**src/sv/sulk_pkg.sv**
```systemverilog
// ============================================================================
// sulk_pkg: shared types and constants for the sorted unique key list
// Key format, action and status codes, cell control bundle and FSM states.
// ============================================================================
package sulk_pkg;

    localparam int CAPACITY     = 64;
    localparam int KEY_WIDTH    = 32;

    localparam int ACTION_WIDTH = 3;
    localparam int KEY_FIELD_W  = 32;
    localparam int RANK_WIDTH   = 6;
    localparam int STATUS_WIDTH = 2;
    localparam int COUNT_WIDTH  = 7;

    localparam int IN_BITS      = ACTION_WIDTH + KEY_FIELD_W + RANK_WIDTH;
    localparam int OUT_BITS     = STATUS_WIDTH + KEY_FIELD_W + COUNT_WIDTH;
    localparam int IN_TDATA_W   = ((IN_BITS + 7) / 8) * 8;
    localparam int OUT_TDATA_W  = ((OUT_BITS + 7) / 8) * 8;

    // count holds 0..CAPACITY, a cell index 0..CAPACITY-1
    localparam int CNT_W        = $clog2(CAPACITY + 1);
    localparam int IDX_W        = $clog2(CAPACITY);
    localparam int RK_W         = (CNT_W > RANK_WIDTH) ? CNT_W : RANK_WIDTH;

    typedef logic signed [KEY_WIDTH-1:0] key_t;
    typedef logic [CNT_W-1:0]            cnt_t;

    typedef enum logic [ACTION_WIDTH-1:0] {
        ACT_INSERT = 3'd0,
        ACT_REMOVE = 3'd1,
        ACT_FIND   = 3'd2,
        ACT_READ   = 3'd3,
        ACT_CLEAR  = 3'd4
    } action_t;

    typedef enum logic [STATUS_WIDTH-1:0] {
        ST_DONE  = 2'd0,
        ST_MISS  = 2'd1,
        ST_FULL  = 2'd2,
        ST_RANGE = 2'd3
    } status_t;

    typedef enum logic {
        S_IDLE = 1'b0,
        S_EXEC = 1'b1
    } state_t;

    // per-cycle command broadcast to every cell
    typedef struct packed {
        logic cmp;   // latch compare flags against the broadcast key
        logic ins;   // open a slot at the insert point
        logic rem;   // close the slot of the matching key
    } sulk_ctrl_t;

    // take the low KEY_WIDTH bits of the key field, sign-extending if wider
    function automatic key_t key_from_field(input logic [KEY_FIELD_W-1:0] f);
        key_t k;
        for (int i = 0; i < KEY_WIDTH; i++) begin
            k[i] = (i < KEY_FIELD_W) ? f[i] : f[KEY_FIELD_W-1];
        end
        return k;
    endfunction

    // sign-extend or cut a stored key to the key field width
    function automatic logic [KEY_FIELD_W-1:0] key_to_field(input key_t k);
        logic [KEY_FIELD_W-1:0] f;
        for (int i = 0; i < KEY_FIELD_W; i++) begin
            f[i] = (i < KEY_WIDTH) ? k[i] : k[KEY_WIDTH-1];
        end
        return f;
    endfunction

endpackage

```
**src/sv/sulk_cell.sv**
```systemverilog
// ============================================================================
// sulk_cell: one slot of the sorted key chain
// Holds one key, compares it with the broadcast key and shifts with its
// neighbors on insert and remove.
// ============================================================================
module sulk_cell
(
    input  logic                clk,
    input  logic                rst_n,
    input  sulk_pkg::sulk_ctrl_t ctrl,
    input  sulk_pkg::key_t      bcast_key,
    input  logic                occupied,
    input  sulk_pkg::key_t      left_key,
    input  logic                left_lt,
    input  sulk_pkg::key_t      right_key,
    output sulk_pkg::key_t      key,
    output logic                lt,
    output logic                eq
);
    import sulk_pkg::*;

    key_t key_reg;
    key_t key_next;
    logic lt_reg;
    logic eq_reg;

    // hold below the insert/remove point, shift above it
    always_comb
    begin
        key_next = key_reg;
        if (ctrl.ins && !lt_reg) begin
            key_next = left_lt ? bcast_key : left_key;
        end else if (ctrl.rem && !lt_reg) begin
            key_next = right_key;
        end
    end

    always_ff @(posedge clk)
    begin
        key_reg <= key_next;
    end

    always_ff @(posedge clk or negedge rst_n)
    begin
        if (!rst_n) begin
            lt_reg <= 1'b0;
            eq_reg <= 1'b0;
        end else if (ctrl.cmp) begin
            lt_reg <= occupied && (key_reg < bcast_key);
            eq_reg <= occupied && (key_reg == bcast_key);
        end
    end

    assign key = key_reg;
    assign lt  = lt_reg;
    assign eq  = eq_reg;

endmodule

```
**config.mk**
```make
export PLATFORM = sky130hd
export DESIGN_NAME = sulk_cell
export DESIGN_NICKNAME = d
export VERILOG_FILES = /design/src/sv/sulk_pkg.sv /design/src/sv/sulk_cell.sv
export SDC_FILE = /design/constraint.sdc
export NUM_CORES = 1
export LEC_CHECK = 0
export BUFFER_PORTS_ARGS = -buffer_cell sky130_fd_sc_hd__buf_2
export CORE_MARGIN = 4
export CORE_UTILIZATION = 45
export DETAILED_ROUTE_END_ITERATION = 8
export HOLD_SLACK_MARGIN = 0.02
export PLACE_DENSITY = 0.9
export SYNTH_ARGS = -nofsm -noshare
export SYNTH_HDL_FRONTEND = slang
export SYNTH_SLANG_ARGS = --single-unit
```
**constraint.sdc**
```tcl
create_clock -name clk -period 2.46 [get_ports clk]
set_input_delay 0.123 -clock clk [delete_from_list [all_inputs] [get_ports clk]]
set_output_delay 0.123 -clock clk [all_outputs]
set_load 0.1 [all_outputs]
```
==> flow_metrics.tcl <==
set metrics [dict create \
    synth_compound_area_frac 0.131 \
    row_count 27 \
    power.switching_mw 1.59 \
    syn_nets 401 \
    grt_antenna_before_repair 0 \
    antenna_cells 0 \
    cts_tree "done" \
    yosysSeqAreaShare 0.399 \
    syn_inst 266 \
    grt_start_max_net_pins 34 \
    viasPerCell 5.00 \
    overflow 0 \
    die_y_microns 83.1 \
    fin_skew_ns 0.00318 \
    synth_xor_area_frac 0 \
    synthMuxAreaShare 0.131 \
    firstDrtPassIters 4 \
    groute.layer.met3.usage 0.0685 \
    use_met2 0.354 \
    routedWlPerCell_microns 14.0 \
    slew_headroom 0.656 \
    place_inst 468 \
    hold_class "primary input to register" \
    power_mw 2.94 \
    antenna_left 0 \
    powerDensity_nw_per_um2 869 \
    cts-resized-gates 0 \
    final_util 0.619 \
    min_to "lt$_DFFE_PN0P_" \
    clockBufferDepth 2 \
    worst-path-max-fanout 4 \
    numPortBuffers 136 \
    drc 0 \
    grt.busiest_layer "met2" \
    maxCapViolCount 0 \
    post-dp-hpwl_mm 5.48 \
    synth_top_family_by_area "adder cells" \
    yosysWarningCount 0 \
    numCtsBuffers 5 \
    status "completed" \
    setup_violations 0 \
    largest_reg_flops 32 \
    num_vias 2377 \
    clock_sinks 34 \
    grt_usage 0.192 \
    drt_iter0_drc 46 \
    sequentialPowerShare 0.302 \
    avgSynthCellArea_sq_um 9.53 \
    num_io_pins 137 \
    die_w_microns 83.1 \
    p_leak_nw 1.83 \
    synth_seq_cells 34 \
    globalRouteMet1Util 0.203 \
    worstHoldPathCells 2 \
    die-area_sq_um 6900 \
    slew_viol_final 0 \
    timing.final.hold_violations 0 \
    drive_above_1_share 0.385 \
    r2r_setup_slack_ns 0.54 \
    r2r_cells 7 \
    post-route-period-util 0.781 \
    grt_pass1_wl_mm 10.9 \
    syn2layout_area_growth_pct 33.6 \
    synth-edff-count 32 \
    max_freq_mhz 520 \
    clkLatencyLatePin_ns 0.28 \
    pwr-share-comb 0.572 \
    arrival_ns 2.08 \
    internal_power_mw 1.35 \
    syn_area_sq_um 2540 \
    nets 539 \
    clock-root-buffer "clkbuf_8" \
    fin_cells 475 \
    netSwitchingFraction 0.541 \
    worstSetupPathType "register to register" \
    yosys_most_used_dff "edfxtp_1" \
    worst_ir_drop_vdd_mv 0.449 \
    place_congestion 0.813 \
    wl_mm 6.63 \
    rsz0062_at_grt "false" \
    min_from "ctrl[2]" \
    yosys.area_share.simple 0.112 \
    synth_fa_ha_area_frac 0.158 \
    async_flop_share 0.0588 \
    reg2reg_from "key[31]$_DFFE_PP_" \
    clkTransAtPathRegs_ns 0.06 \
    critPathRequiredTime_ns 2.61 \
    rr_endpoint "lt$_DFFE_PN0P_" \
    grt_pass1_vias 2481 \
    core_sq_um 5470 \
    cp-start-kind "register" \
    setup-tns-final_ns 0 \
    post-route-min-period_ns 1.92 \
    critPathCaptureType "register" \
    initial_core_util 0.463 \
    synth_cell_types 29 \
    tightest_slew_ns 0.513 \
    pwr-share-clk 0.126 \
    htreeDepth 2 \
]
kinds of logic after synthesis:
group | count (synthesis)
and+or+nand+nor | 64
AOI/OAI and AO/OA | 57
buffers and inverters | 46
DFF | 34
muxes | 33
adders and majority gates | 32
layout make-up:
type / count / area [sq um]
clock buffers: 5 / 68.8
clock inverters: 1 / 3.75
fillers: 476 / 2080
inverters: 36 / 135
multi-input cells: 186 / 1360
flip-flops and latches: 34 / 1010
well taps: 72 / 90.1
repair buffers: 141 / 721
metrics by stage:
step / hold slack [ns] / setup slack (ns) / cell area, sq um
after global placement: -0.0856 / 0.555 / 3310
after global routing: 0.0881 / 0.376 / 3390
final: 0.0901 / 0.538 / 3390
after floorplan: -0.173 / 0.0634 / 2540
after detailed placement: -0.0867 / 0.538 / 3310
after CTS: 0.0868 / 0.513 / 3390
how the worst max path moves through the flow:
stage	to	cells after the start	startpoint	slack (ns)
4_1_cts	lt$_DFFE_PN0P_	7	key[31]$_DFFE_PP_	0.51
3_3_place_gp	lt$_DFFE_PN0P_	7	key[31]$_DFFE_PP_	0.56
2_1_floorplan	lt$_DFFE_PN0P_	7	key[11]$_DFFE_PP_	0.06
6_report	lt$_DFFE_PN0P_	7	key[31]$_DFFE_PP_	0.54
3_5_place_dp	lt$_DFFE_PN0P_	7	key[31]$_DFFE_PP_	0.54
5_1_grt	lt$_DFFE_PN0P_	7	key[29]$_DFFE_PP_	0.38
power by group through the flow:
stage / clock, mW / combinational (mW) / sequential (mW)
after floorplan: 0 / 0.419 / 1.83
after global placement: 0 / 1.67 / 0.889
after detailed placement: 0 / 1.69 / 0.900
after CTS: 0.388 / 1.70 / 0.887
after global routing: 0.411 / 1.80 / 0.902
final: 0.371 / 1.68 / 0.888
metal layers:
metal,share of wire,wire (microns)
met5,0,0
met4,0.018,118
met3,0.076,507
met2,0.51,3410
met1,0.39,2590
synthesized netlist by cell type, drive strengths merged, types with 3 or more instances:
library cell	number	area (sq um)
o21ai	38	190
mux2i	32	320
ha	32	400
buf	3	15.0
nor2	6	22.5
nand4	5	31.3
edfxtp	32	961
clkbuf	7	26.3
inv	36	135
nand2	45	169
a21oi	11	58.8
timing repair:
action | 4_1_cts | 5_1_grt
hold endpoints to repair | 2 | 0
hold buffers | 1 | 0
buffers inserted | 0 | 0
critical path, cell delays in order (launching register included):
cell and delay, ns:
edfxtp_1 0.38, ha_1 0.35, nand4_1 0.16, nor4_2 0.36, nand2_1 0.14, a31oi_1 0.20, or3_1 0.15, o211ai_2 0.06
placed cells by master (no fill, tap or decap), drive strengths merged, types with 5 or more instances in the layout:
master,instances
nor2,6
clkbuf,5
o21ai,38
edfxtp,32
nand2,45
nand4,5
a21oi,11
ha,32
mux2i,32
buf,140
inv,36
Note: power is estimated with default switching activity, not from simulation.
